File: src/hw/rtl/mmh3_pkg.sv
// Shared types, constants and helper functions of the MurmurHash3 key hash.
`default_nettype none
package mmh3_pkg;

  // Width of the running key length counter.
  localparam int unsigned LengthBits = 32;

  localparam logic [31:0] SeedReset = 32'h238F13AF;
  localparam logic [31:0] MixC1     = 32'hcc9e2d51;
  localparam logic [31:0] MixC2     = 32'h1b873593;
  localparam logic [31:0] MixC3     = 32'he6546b64;
  localparam logic [31:0] FinC1     = 32'h85ebca6b;
  localparam logic [31:0] FinC2     = 32'hc2b2ae35;

  // Byte count of a full word.
  localparam logic [2:0] FullCount = 3'd4;

  // One classified key word after the first multiply.
  typedef struct packed {
    logic [31:0] k1;
    logic [2:0]  count;
    logic        last;
  } mmh3_entry_t;

  // Fill status of the queue between the front and back parts.
  typedef struct packed {
    logic full;
    logic empty;
  } mmh3_q_stat_t;

  function automatic logic [31:0] rotl15(input logic [31:0] x);
    rotl15 = {x[16:0], x[31:17]};
  endfunction

  function automatic logic [31:0] rotl13(input logic [31:0] x);
    rotl13 = {x[18:0], x[31:19]};
  endfunction

endpackage
`default_nettype wire

File: src/hw/rtl/mmh3_front.sv
// Front part: accepts key words, classifies the byte count and does the first multiply.
`default_nettype none
module mmh3_front import mmh3_pkg::*; (
  input  wire logic         clk_i,
  input  wire logic         rst_ni,
  input  wire logic [31:0]  data_word_i,
  input  wire logic [2:0]   byte_count_i,
  input  wire logic         last_i,
  input  wire logic         push,
  output logic              full,
  input  wire mmh3_q_stat_t q_stat_i,
  output logic              q_push_o,
  output mmh3_entry_t       q_entry_o
);

  logic        valid_q, valid_d;
  mmh3_entry_t entry_q, entry_d;
  logic        accept;
  logic [2:0]  count;
  logic [31:0] mask;

  // The stage holds its word until the queue has room.
  assign q_push_o  = valid_q && !q_stat_i.full;
  assign full      = valid_q && q_stat_i.full;
  assign accept    = push && !full;
  assign q_entry_o = entry_q;

  // A non-last word always counts as a full word, and counts above four saturate.
  always_comb begin
    if (!last_i || (byte_count_i inside {[3'd4:3'd7]})) begin
      count = FullCount;
    end else begin
      count = byte_count_i;
    end
    case (count)
      3'd0:    mask = 32'h0000_0000;
      3'd1:    mask = 32'h0000_00FF;
      3'd2:    mask = 32'h0000_FFFF;
      3'd3:    mask = 32'h00FF_FFFF;
      default: mask = 32'hFFFF_FFFF;
    endcase
    entry_d.k1    = (data_word_i & mask) * MixC1;
    entry_d.count = count;
    entry_d.last  = last_i;
  end

  always_comb begin
    valid_d = valid_q;
    if (accept) begin
      valid_d = 1'b1;
    end else if (q_push_o) begin
      valid_d = 1'b0;
    end
  end

  always_ff @(posedge clk_i or negedge rst_ni) begin
    if (!rst_ni) begin
      valid_q <= 1'b0;
    end else begin
      valid_q <= valid_d;
    end
  end

  // Payload register needs no reset.
  always_ff @(posedge clk_i) begin
    if (accept) begin
      entry_q <= entry_d;
    end
  end

endmodule
`default_nettype wire

File: src/hw/rtl/mmh3_queue.sv
// Two-entry queue that decouples the front part from the back part.
`default_nettype none
module mmh3_queue import mmh3_pkg::*; (
  input  wire logic        clk_i,
  input  wire logic        rst_ni,
  input  wire logic        push_i,
  input  wire mmh3_entry_t entry_i,
  input  wire logic        pop_i,
  output mmh3_entry_t      entry_o,
  output mmh3_q_stat_t     stat_o
);

  mmh3_entry_t slot_q [2];
  logic        wr_ptr_q, wr_ptr_d;
  logic        rd_ptr_q, rd_ptr_d;
  logic [1:0]  count_q, count_d;
  logic        do_push, do_pop;

  assign stat_o.full  = (count_q == 2'd2);
  assign stat_o.empty = (count_q == 2'd0);
  assign do_push      = push_i && !stat_o.full;
  assign do_pop       = pop_i && !stat_o.empty;
  assign entry_o      = slot_q[rd_ptr_q];

  // Pointer and fill count update.
  always_comb begin
    wr_ptr_d = wr_ptr_q ^ do_push;
    rd_ptr_d = rd_ptr_q ^ do_pop;
    count_d  = count_q;
    if (do_push && !do_pop) begin
      count_d = count_q + 2'd1;
    end else if (do_pop && !do_push) begin
      count_d = count_q - 2'd1;
    end
  end

  always_ff @(posedge clk_i or negedge rst_ni) begin
    if (!rst_ni) begin
      wr_ptr_q <= 1'b0;
      rd_ptr_q <= 1'b0;
      count_q  <= 2'd0;
    end else begin
      wr_ptr_q <= wr_ptr_d;
      rd_ptr_q <= rd_ptr_d;
      count_q  <= count_d;
    end
  end

  always_ff @(posedge clk_i) begin
    if (do_push) begin
      slot_q[wr_ptr_q] <= entry_i;
    end
  end

endmodule
`default_nettype wire

File: src/hw/rtl/mmh3_back.sv
// Back part: completes the word mix, updates the running hash and finalizes each key.
`default_nettype none
module mmh3_back import mmh3_pkg::*; (
  input  wire logic         clk_i,
  input  wire logic         rst_ni,
  input  wire logic         cfg_we_i,
  input  wire logic [31:0]  cfg_wdata_i,
  input  wire mmh3_entry_t  q_entry_i,
  input  wire mmh3_q_stat_t q_stat_i,
  output logic              q_pop_o,
  output logic [31:0]       hash_o,
  output logic              empty,
  input  wire logic         pop
);

  localparam logic [2:0] StIdle = 3'd0;
  localparam logic [2:0] StUpd  = 3'd1;
  localparam logic [2:0] StFin1 = 3'd2;
  localparam logic [2:0] StFin2 = 3'd3;
  localparam logic [2:0] StFin3 = 3'd4;

  logic [2:0]            state_q, state_d;
  logic [31:0]           seed_q;
  logic [31:0]           run_q, run_d;
  logic [LengthBits-1:0] len_q, len_d;
  logic [31:0]           k_q, k_d;
  logic [2:0]            cnt_q, cnt_d;
  logic                  last_q, last_d;
  logic [31:0]           f_q, f_d;
  logic                  out_valid_q, out_valid_d;
  logic [31:0]           out_q, out_d;
  logic                  out_free;
  logic [31:0]           h_mix;
  logic [31:0]           h_rot;
  logic [LengthBits-1:0] len_sum;

  assign empty    = !out_valid_q;
  assign hash_o   = out_q;
  assign out_free = !out_valid_q || pop;
  assign q_pop_o  = (state_q == StIdle) && !q_stat_i.empty;

  // Running hash update for the word held in k_q.
  always_comb begin
    h_mix   = run_q ^ ((cnt_q != 3'd0) ? k_q : 32'h0);
    h_rot   = rotl13(h_mix);
    len_sum = len_q + LengthBits'(cnt_q);
  end

  // Sequencer: pop, update, then three finalizer steps on a last word.
  always_comb begin
    state_d     = state_q;
    run_d       = run_q;
    len_d       = len_q;
    k_d         = k_q;
    cnt_d       = cnt_q;
    last_d      = last_q;
    f_d         = f_q;
    out_valid_d = out_valid_q && !pop;
    out_d       = out_q;
    case (state_q)
      StIdle: begin
        if (q_pop_o) begin
          k_d     = rotl15(q_entry_i.k1) * MixC2;
          cnt_d   = q_entry_i.count;
          last_d  = q_entry_i.last;
          state_d = StUpd;
        end
      end
      StUpd: begin
        if (cnt_q == FullCount) begin
          f_d = {h_rot[29:0], 2'b00} + h_rot + MixC3;
        end else begin
          f_d = h_mix;
        end
        if (last_q) begin
          f_d     = f_d ^ 32'(len_sum);
          run_d   = seed_q;
          len_d   = '0;
          state_d = StFin1;
        end else begin
          run_d   = f_d;
          len_d   = len_sum;
          state_d = StIdle;
        end
      end
      StFin1: begin
        f_d     = (f_q ^ {16'h0, f_q[31:16]}) * FinC1;
        state_d = StFin2;
      end
      StFin2: begin
        f_d     = (f_q ^ {13'h0, f_q[31:13]}) * FinC2;
        state_d = StFin3;
      end
      StFin3: begin
        if (out_free) begin
          out_d       = f_q ^ {16'h0, f_q[31:16]};
          out_valid_d = 1'b1;
          state_d     = StIdle;
        end
      end
      default: begin
        state_d = StIdle;
      end
    endcase
    // A seed write restarts the key.
    if (cfg_we_i) begin
      run_d = cfg_wdata_i;
      len_d = '0;
    end
  end

  always_ff @(posedge clk_i or negedge rst_ni) begin
    if (!rst_ni) begin
      state_q     <= StIdle;
      seed_q      <= SeedReset;
      run_q       <= SeedReset;
      len_q       <= '0;
      out_valid_q <= 1'b0;
    end else begin
      state_q     <= state_d;
      run_q       <= run_d;
      len_q       <= len_d;
      out_valid_q <= out_valid_d;
      if (cfg_we_i) begin
        seed_q <= cfg_wdata_i;
      end
    end
  end

  // Datapath registers need no reset.
  always_ff @(posedge clk_i) begin
    k_q    <= k_d;
    cnt_q  <= cnt_d;
    last_q <= last_d;
    f_q    <= f_d;
    out_q  <= out_d;
  end

endmodule
`default_nettype wire

File: src/hw/rtl/murmur3_32_key_hash.sv
// Top level of the streaming 32-bit MurmurHash3 key hash.
//
// Key words enter through a queue-style port: a word is taken at a clock edge
// with push high and full low. Each word carries up to four little-endian key
// bytes, a byte count and a last flag; words before the last one count as four
// bytes. On each last word one hash appears on hash_o while empty is low and is
// taken at an edge with pop high. The seed is written through cfg_we_i and
// cfg_wdata_i; a write also restarts the key in progress.
// Back sequencer: a non-last word takes the pop state (with the second multiply)
// and the hash update; a last word adds the two finalizer multiply states and
// the output load. A new word is popped only from the idle state. The front
// stage and the two-entry queue absorb words while the back part works.
// An accepted last word passes the front stage, the queue, and the pop, update,
// finalizer and output load states before empty goes low.
// Reset loads the default seed, clears the key length and empties all stages.
// While the receiver stalls, one hash waits in the output register, the back
// part finishes the next key up to the output and then holds, and full rises
// once the queue and the front stage are occupied.
`default_nettype none
module murmur3_32_key_hash import mmh3_pkg::*; (
  input  wire logic        clk_i,
  input  wire logic        rst_ni,
  input  wire logic [31:0] data_word_i,
  input  wire logic [2:0]  byte_count_i,
  input  wire logic        last_i,
  input  wire logic        push,
  output logic             full,
  output logic [31:0]      hash_o,
  output logic             empty,
  input  wire logic        pop,
  input  wire logic        cfg_we_i,
  input  wire logic [31:0] cfg_wdata_i
);

  mmh3_entry_t  f_entry;
  mmh3_entry_t  q_entry;
  mmh3_q_stat_t q_stat;
  logic         q_push;
  logic         q_pop;

  mmh3_front u_front (
    .clk_i        (clk_i),
    .rst_ni       (rst_ni),
    .data_word_i  (data_word_i),
    .byte_count_i (byte_count_i),
    .last_i       (last_i),
    .push         (push),
    .full         (full),
    .q_stat_i     (q_stat),
    .q_push_o     (q_push),
    .q_entry_o    (f_entry)
  );

  mmh3_queue u_queue (
    .clk_i   (clk_i),
    .rst_ni  (rst_ni),
    .push_i  (q_push),
    .entry_i (f_entry),
    .pop_i   (q_pop),
    .entry_o (q_entry),
    .stat_o  (q_stat)
  );

  mmh3_back u_back (
    .clk_i       (clk_i),
    .rst_ni      (rst_ni),
    .cfg_we_i    (cfg_we_i),
    .cfg_wdata_i (cfg_wdata_i),
    .q_entry_i   (q_entry),
    .q_stat_i    (q_stat),
    .q_pop_o     (q_pop),
    .hash_o      (hash_o),
    .empty       (empty),
    .pop         (pop)
  );

`ifndef SYNTHESIS
  // The front stage never pushes into a full queue.
  a_no_overflow: assert property (@(posedge clk_i) disable iff (!rst_ni)
    q_push |-> !q_stat.full)
    else $error("queue push while full");

  // The back part never pops an empty queue.
  a_no_underflow: assert property (@(posedge clk_i) disable iff (!rst_ni)
    q_pop |-> !q_stat.empty)
    else $error("queue pop while empty");

  // Backpressure reaches the input only when the queue is full.
  a_full_cause: assert property (@(posedge clk_i) disable iff (!rst_ni)
    full |-> q_stat.full)
    else $error("full raised with room in the queue");
`endif

endmodule
`default_nettype wire

File: config.mk
export PLATFORM = sky130hd
export DESIGN_NAME = murmur3_32_key_hash
export DESIGN_NICKNAME = d
export VERILOG_FILES = /design/src/hw/rtl/mmh3_pkg.sv /design/src/hw/rtl/mmh3_front.sv /design/src/hw/rtl/mmh3_queue.sv /design/src/hw/rtl/mmh3_back.sv /design/src/hw/rtl/murmur3_32_key_hash.sv
export SDC_FILE = /design/constraint.sdc
export NUM_CORES = 2
export LEC_CHECK = 0
export ABC_AREA = 1
export BUFFER_PORTS_ARGS = -buffer_cell sky130_fd_sc_hd__buf_2
export CAP_MARGIN = 20
export CORE_UTILIZATION = 40
export CTS_BUF_LIST = sky130_fd_sc_hd__clkbuf_16
export DETAILED_ROUTE_END_ITERATION = 8
export PLACE_DENSITY = 0.61
export SLEW_MARGIN = 5
export SYNTH_ARGS = -nofsm -noshare
export SYNTH_HDL_FRONTEND = slang
export SYNTH_SLANG_ARGS = --single-unit
File: constraint.sdc
create_clock -name clk_i -period 6.9 [get_ports clk_i]
set_clock_uncertainty 0.05 [all_clocks]
set_input_delay 0.345 -clock clk_i [delete_from_list [all_inputs] [get_ports clk_i]]
set_output_delay 0.345 -clock clk_i [all_outputs]
set_load 0.01 [all_outputs]
After elaboration in Yosys (flattened, before gate mapping)
Memory sizes are Yosys's and may differ from the RTL's.
Cells that the tools add are included.
Cells by class
  $add $sub $neg: 5
  multipliers: 4
  $lt $le $gt $ge: 2
  eq/ne operators: 11
  multiplexer cells: 25
  bitwise gates (word level): 7
  reduce and logical (&&, ||, !) cells: 31
Operators by type and width (count)
  32-bit 2-to-1 mux: 10
  32-bit case mux with 4 select lines: 1
  32-bit case mux with 3 select lines: 1
  32-bit by 31-bit multiplier with 32-bit output, second input constant: 2
  32-bit XOR: 2
  32-bit by 3-bit adder with 32-bit output: 1
  32-bit adder: 1
  32-bit adder, second input constant: 1
  32-bit AND: 1
  32-bit by 29-bit multiplier with 32-bit output, second input constant: 1
  32-bit by 32-bit multiplier with 32-bit output, second input constant: 1
  32-bit by 16-bit XOR with 32-bit output: 1
  32-bit by 19-bit XOR with 32-bit output: 1
  3-bit case mux with 5 select lines: 1
  3-bit by 2-bit equality test with 1-bit output, second input constant: 4
  1-bit logical AND: 10
  3-bit 2-to-1 mux: 3
  1-bit logical NOT: 8
  3-bit by 1-bit equality test with 1-bit output, second input constant: 2
  3-bit equality test, second input constant: 2
  3-bit logical NOT: 2
  1-bit 2-to-1 mux: 6
  2-bit 2-to-1 mux: 3
  2-bit AND reduction: 3
  12 further kinds: 17
Word-level totals
  bits in registers: 241
  RAM bits: 72
  output and inout bits: 34
  word-level logic and storage cells: 103
  memories kept: 1
Memories
  u_queue.slot_q: depth 2, width 36, read ports 1, clocked after memory_dff 0, write ports 1, line mmh3_queue.sv:13  | mmh3_entry_t slot_q [2];

Longest topological paths before layout
  depth in word-level cells: 10
  gate-level depth with buffers: 35
  mapped depth without buffers: 35

By module
From an unflattened synthesis, not the netlist that was laid out.
Unflattened totals
  cell total of the unflattened synthesis: 5886
  area total of the unflattened synthesis: 51659.5 um^2
Modules (own cells, without submodules)
  mmh3_back: times used 1, cells an instance 4641, area an instance 39340.2 um^2, seq. area each 5547.8 um^2
  mmh3_front: times used 1, cells an instance 1029, area an instance 9450.3 um^2, seq. area each 1106.1 um^2
  mmh3_queue: times used 1, cells an instance 216, area an instance 2869.0 um^2, seq. area each 2262.2 um^2

Worst setup path before layout
No wires, ideal clock.
  path kind: register to register
  start: register u_queue.rd_ptr_q
  end: register u_back.k_q[29] (data pin)
  arrival time: 6.733 ns
  required time: 6.598 ns
  path slack: -0.135 ns
  stages on the path, launching flop included: 25
  cells stage by stage: dfrtp_1 > buf_6 > buf_2 > clkbuf_1 > o21ai_0 > inv_1 > ha_1 > fa_1 > inv_1 > fa_1 > inv_1 > fa_1 > fa_1 > fa_1 > fa_1 > fa_1 > ha_1 > a21oi_1 > o21ai_0 > a21oi_1 > nor2_1 > a2111oi_0 > nand2_1 > nand2_1 > nand2_1
On the way
  word-level cells in the longest chain between the ends: 2
RTL lines
  start: declaration: line mmh3_queue.sv:15  | logic rd_ptr_q, rd_ptr_d;
  start signal: assignment: line mmh3_queue.sv:44  | rd_ptr_q <= rd_ptr_d;
  memory 2 x 36 bit
  32-bit by 29-bit multiplier with 32-bit output: line mmh3_back.sv:63  | k_d = rotl15(q_entry_i.k1) * MixC2;
  end signal: assignment: line mmh3_back.sv:132  | k_q <= k_d;
  end: declaration: line mmh3_back.sv:26  | logic [31:0] k_q, k_d;
No other way between the ends.
A chain may end at the register's enable or synchronous reset.

Final worst setup path
  start: register u_back.f_q[27]
  end: register u_back.f_q[27] (data pin)
On the way
  word-level cells in the longest chain between the ends: 3
RTL lines
  start: declaration: line mmh3_back.sv:29  | logic [31:0] f_q, f_d;
  start signal: assignment: line mmh3_back.sv:135  | f_q <= f_d;
  32-bit by 19-bit XOR with 32-bit output / 32-bit by 16-bit XOR with 32-bit output (equally long branches): line mmh3_back.sv:91, mmh3_back.sv:87
  32-bit by 31-bit multiplier with 32-bit output / 32-bit by 32-bit multiplier with 32-bit output (equally long branches): line mmh3_back.sv:91, mmh3_back.sv:87
  32-bit case mux with 3 select lines (*): line mmh3_back.sv:60  | case (state_q)
  via u_back.f_d[27]: line mmh3_back.sv:29
The timed path passes the listed nets; every way through them passes the cells marked *.

==> flow_metrics.py <==
metrics = {
    "critical_path": {
        "cp-end-kind": "flip-flop",
        "critical_path_class": "flip-flop to flip-flop",
        "required_ns": 7.21,
        "cp_common_cell": "fa_1",
        "path_cells": "xnor2_1, buf_4, buf_4, fa_1, fa_1, fa_1, inv_1, fa_1, fa_1, inv_1, fa_1, inv_1, fa_1, fa_1, ha_4, inv_2, o21bai_2, o21bai_4, a21oi_2, nand3_2, or2_2, nand3_2, nand2_1, o21bai_4",
        "path_max_fanout": 3,
        "cpMaxStageDelayCell": "fa_1",
        "path_delay_family": "adder cells",
        "crit_path_start_kind": "flip-flop",
        "worst-path-buf-inv": 6,
        "cp.arrival_ns": 7.13,
        "critPathMaxStageDelay_ns": 0.59,
    },
    "synth": {
        "synth_area_leader_cell": "fa_1",
        "ys_async_sr_fraction": 0.3355,
        "yosys.area.top_type_share": 0.2816,
        "yosysMostFrequentCell": "inv_1",
        "synth_enable_flop_cells": 208,
        "synth_area_leaders": "fa_1 28%, ha_1 19%, edfxtp_1 12%, inv_1 12%, nand2_1 6.7%",
        "synthCells": 5861,
        "syn_avg_cell_area_um2": 8.794,
        "seq_area_frac_synth": 0.1730,
        "netlist_area_um2": 51540,
        "synthesis.nets": 7459,
        "synth_ff_type": "edfxtp_1",
        "ys_seq_elements": 313,
        "yosys_warnings": 0,
        "yosysUniqueCellTypes": 61,
        "ys_top_cells_by_count": "1591 x inv_1, 924 x nand2_1, 800 x ha_1",
    },
    "final_layout": {
        "nNetsFinal": 8094,
        "finish.instance_area_um2": 60730,
        "diodes": 0,
        "drive_above_1_share": 0.1549,
        "syn2layout_area_growth_pct": 17.83,
        "num-fill-cells": 12080,
    },
    "detailed_routing": {
        "wl_met1_um": 69650,
        "vias_per_cell": 4.962,
        "antenna_left": 0,
        "wl_met3_um": 7682,
        "wl_met2_um": 76250,
        "drtPass1Iterations": 5,
        "routed.top_layer": "met5",
        "wirelength_um": 159200,
        "vias": 40630,
        "wl_per_cell_um": 19.45,
        "drt_iter0_markers": 2677,
        "route.detailed.drc": 0,
    },
    "clocking": {
        "clk_pin_slew_worst_paths_ns": 0.07,
        "cts_htree_levels": 2,
        "cts_buffers": 40,
        "cts_root_buf": "clkbuf_16",
        "clk_latency_ns": 0.61,
        "cts_tree": "yes",
        "cts_buffer_depth": 3,
        "clock_sinks": 313,
    },
    "global_routing": {
        "grt_overflow": 0,
        "grt_pass1_vias": 41981,
        "grt_use_total": 0.2461,
        "antenna_found_initial": 1,
        "grt_max_degree": 88,
        "grt_pass1_wl_um": 244600,
    },
    "timing": {
        "finalMaxSlewViolations": 0,
        "tightest_slew_ns": 1.042,
        "max-slew-margin-rel": 0.3039,
        "timing.hold.ws_ns": 0.02523,
        "hold_viol": 0,
        "fmax_mhz": 146.5,
        "post-route-period-util": 0.9890,
        "period_needed_ns": 6.824,
        "setup_tns_ns": 0,
        "rsz0062_at_grt": "yes",
        "setup_viol": 0,
    },
    "place": {
        "dp_hpwl_um": 138600,
        "portBuffers": 106,
        "placed_cell_area_um2": 57500,
        "gp_congestion": 0.9731,
    },
    "worst_hold_path": {
        "holdCritPathClass": "primary input to flip-flop",
    },
    "floorplanning": {
        "die_w_um": 361.0,
        "core_um2": 127700,
        "die_y_um": 361.0,
        "die-area_um2": 130300,
        "core.rowCount": 131,
        "ioPinCount": 107,
        "initial_core_util": 0.4036,
    },
    "run": {
        "max-cap-violations": 0,
    },
    "outcome": {
        "outcome": "complete, no violations",
    },
}
layer usage:
metal | global-route usage | up-vias
li1 | - | 19436
met1 | 0.3299 | 19933
met2 | 0.4172 | 1008
met3 | 0.02623 | 251
met4 | 0.07518 | 2
met5 | 0 | -
cell type report:
| class | instances | area [um2] | share of cell area |
|---|---|---|---|
| clock buffer | 40 | 1001 | 0.01648 |
| clock inverter | 32 | 294.0 | 0.004842 |
| inverter | 1595 | 6010 | 0.09896 |
| multi-input combinational | 3893 | 37610 | 0.6194 |
| sequential | 313 | 8917 | 0.1468 |
| tap | 1662 | 2079 | 0.03424 |
| timing repair buffer | 653 | 4813 | 0.07926 |
worst min-delay path: cells and delay by family:
| family | cells | cell delay, ns |
|---|---|---|
| simple gates | 1 | 0.10 |
| buf+inv | 1 | 0.08 |
| compound gates | 1 | 0.11 |
metrics by stage:
stage,instances,worst slack [ns],util
3_3_place_gp,8039,-0.2077,0.4503
2_1_floorplan,5861,0.001085,-
5_1_grt,8188,-0.1040,0.4756
4_1_cts,8147,-0.01411,0.4642
6_report,8188,0.07588,0.4756
3_5_place_dp,8039,-0.1814,0.4503
path summary, 6_finish.rpt:
| check | from | to | slack [ns] | cells past startpoint |
|---|---|---|---|---|
| min | cfg_wdata_i[2] | u_back.seed_q[2]$_DFFE_PN1P_ | 0.03 | 3 |
| max reg2reg | u_back.f_q[27]$_DFFE_PP_ | u_back.f_q[27]$_DFFE_PP_ | 0.08 | 24 |
| min reg2reg | u_front.q_entry_o[15]$_DFFE_PP_ | u_queue.slot_q[0][15]$_DFFE_PP_ | 0.39 | 0 |
| max in group asynchronous | rst_ni | u_queue.rd_ptr_q$_DFF_PN0_ | 5.19 | 3 |
| max | u_back.f_q[27]$_DFFE_PP_ | u_back.f_q[27]$_DFFE_PP_ | 0.08 | 24 |
| min in group asynchronous | rst_ni | u_back.seed_q[13]$_DFFE_PN0P_ | 0.22 | 2 |
logic make-up after synthesis:
| kind of cell | Yosys count | share of synthesized area |
|---|---|---|
| xor gates and xnor gates | 216 | 0.03671 |
| adders and majority gates | 1525 | 0.4758 |
| and+or+nand+nor | 1585 | 0.1313 |
| AOI/OAI and AO/OA | 567 | 0.06217 |
| buffers and inverters | 1655 | 0.1210 |
| DFF | 313 | 0.1730 |
cells in the final DEF (no fill, tap or decap), types with 7 or more instances in the layout:
cell              n
o21a_1            8
nand3b_1         20
a31oi_1           7
o22ai_1          20
nand2_1         900
nand3_2          12
nand2_2          31
o21ai_1          30
nor2_1          226
inv_2            31
inv_1          1565
nor3_1           35
buf_4           507
a21oi_1         177
xnor2_1          82
dlygate4sd3_1    30
o21ai_0         171
buf_2           105
nand4_1          34
nor2_2           12
nand3_1         223
ha_1            757
nor3_2           10
a21oi_2          30
xnor2_2          12
nand2_4           9
clkbuf_16        41
a21o_1           23
dfrtp_1          70
clkinv_1         12
or2_2            40
dfstp_2          34
edfxtp_1        208
ha_4             39
o21bai_1         20
fa_2             15
o211ai_1         26
xor2_1          116
o21ai_2          15
fa_1            710
registers in the layout (all words and copies together), names as in the netlist:
register and cells:
u_back.cnt_q 3, u_back.f_q 32, u_back.hash_o 32, u_back.k_q 32
u_back.last_q 1, u_back.len_q 32, u_back.out_valid_q 1, u_back.run_q 32
u_back.seed_q 32, u_back.state_q 3, u_front.q_entry_o 36, u_front.valid_q 1
u_queue.count_q 2, u_queue.rd_ptr_q 1, u_queue.slot_q 72, u_queue.wr_ptr_q 1
what timing repair did:
item / CTS / global route
setup endpoints to repair: 19 / 30
pin swaps: 1 / 80
setup buffers: 6 / 39
cloned: 0 / 1
endpoints found under the hold margin: 77 / 0
hold buffers: 30 / 0
gates resized for setup: 29 / 252
Power is left out: the tool's default activity adds up to more than one toggle a clock period on the data nets, which glitch-free logic cannot reach.
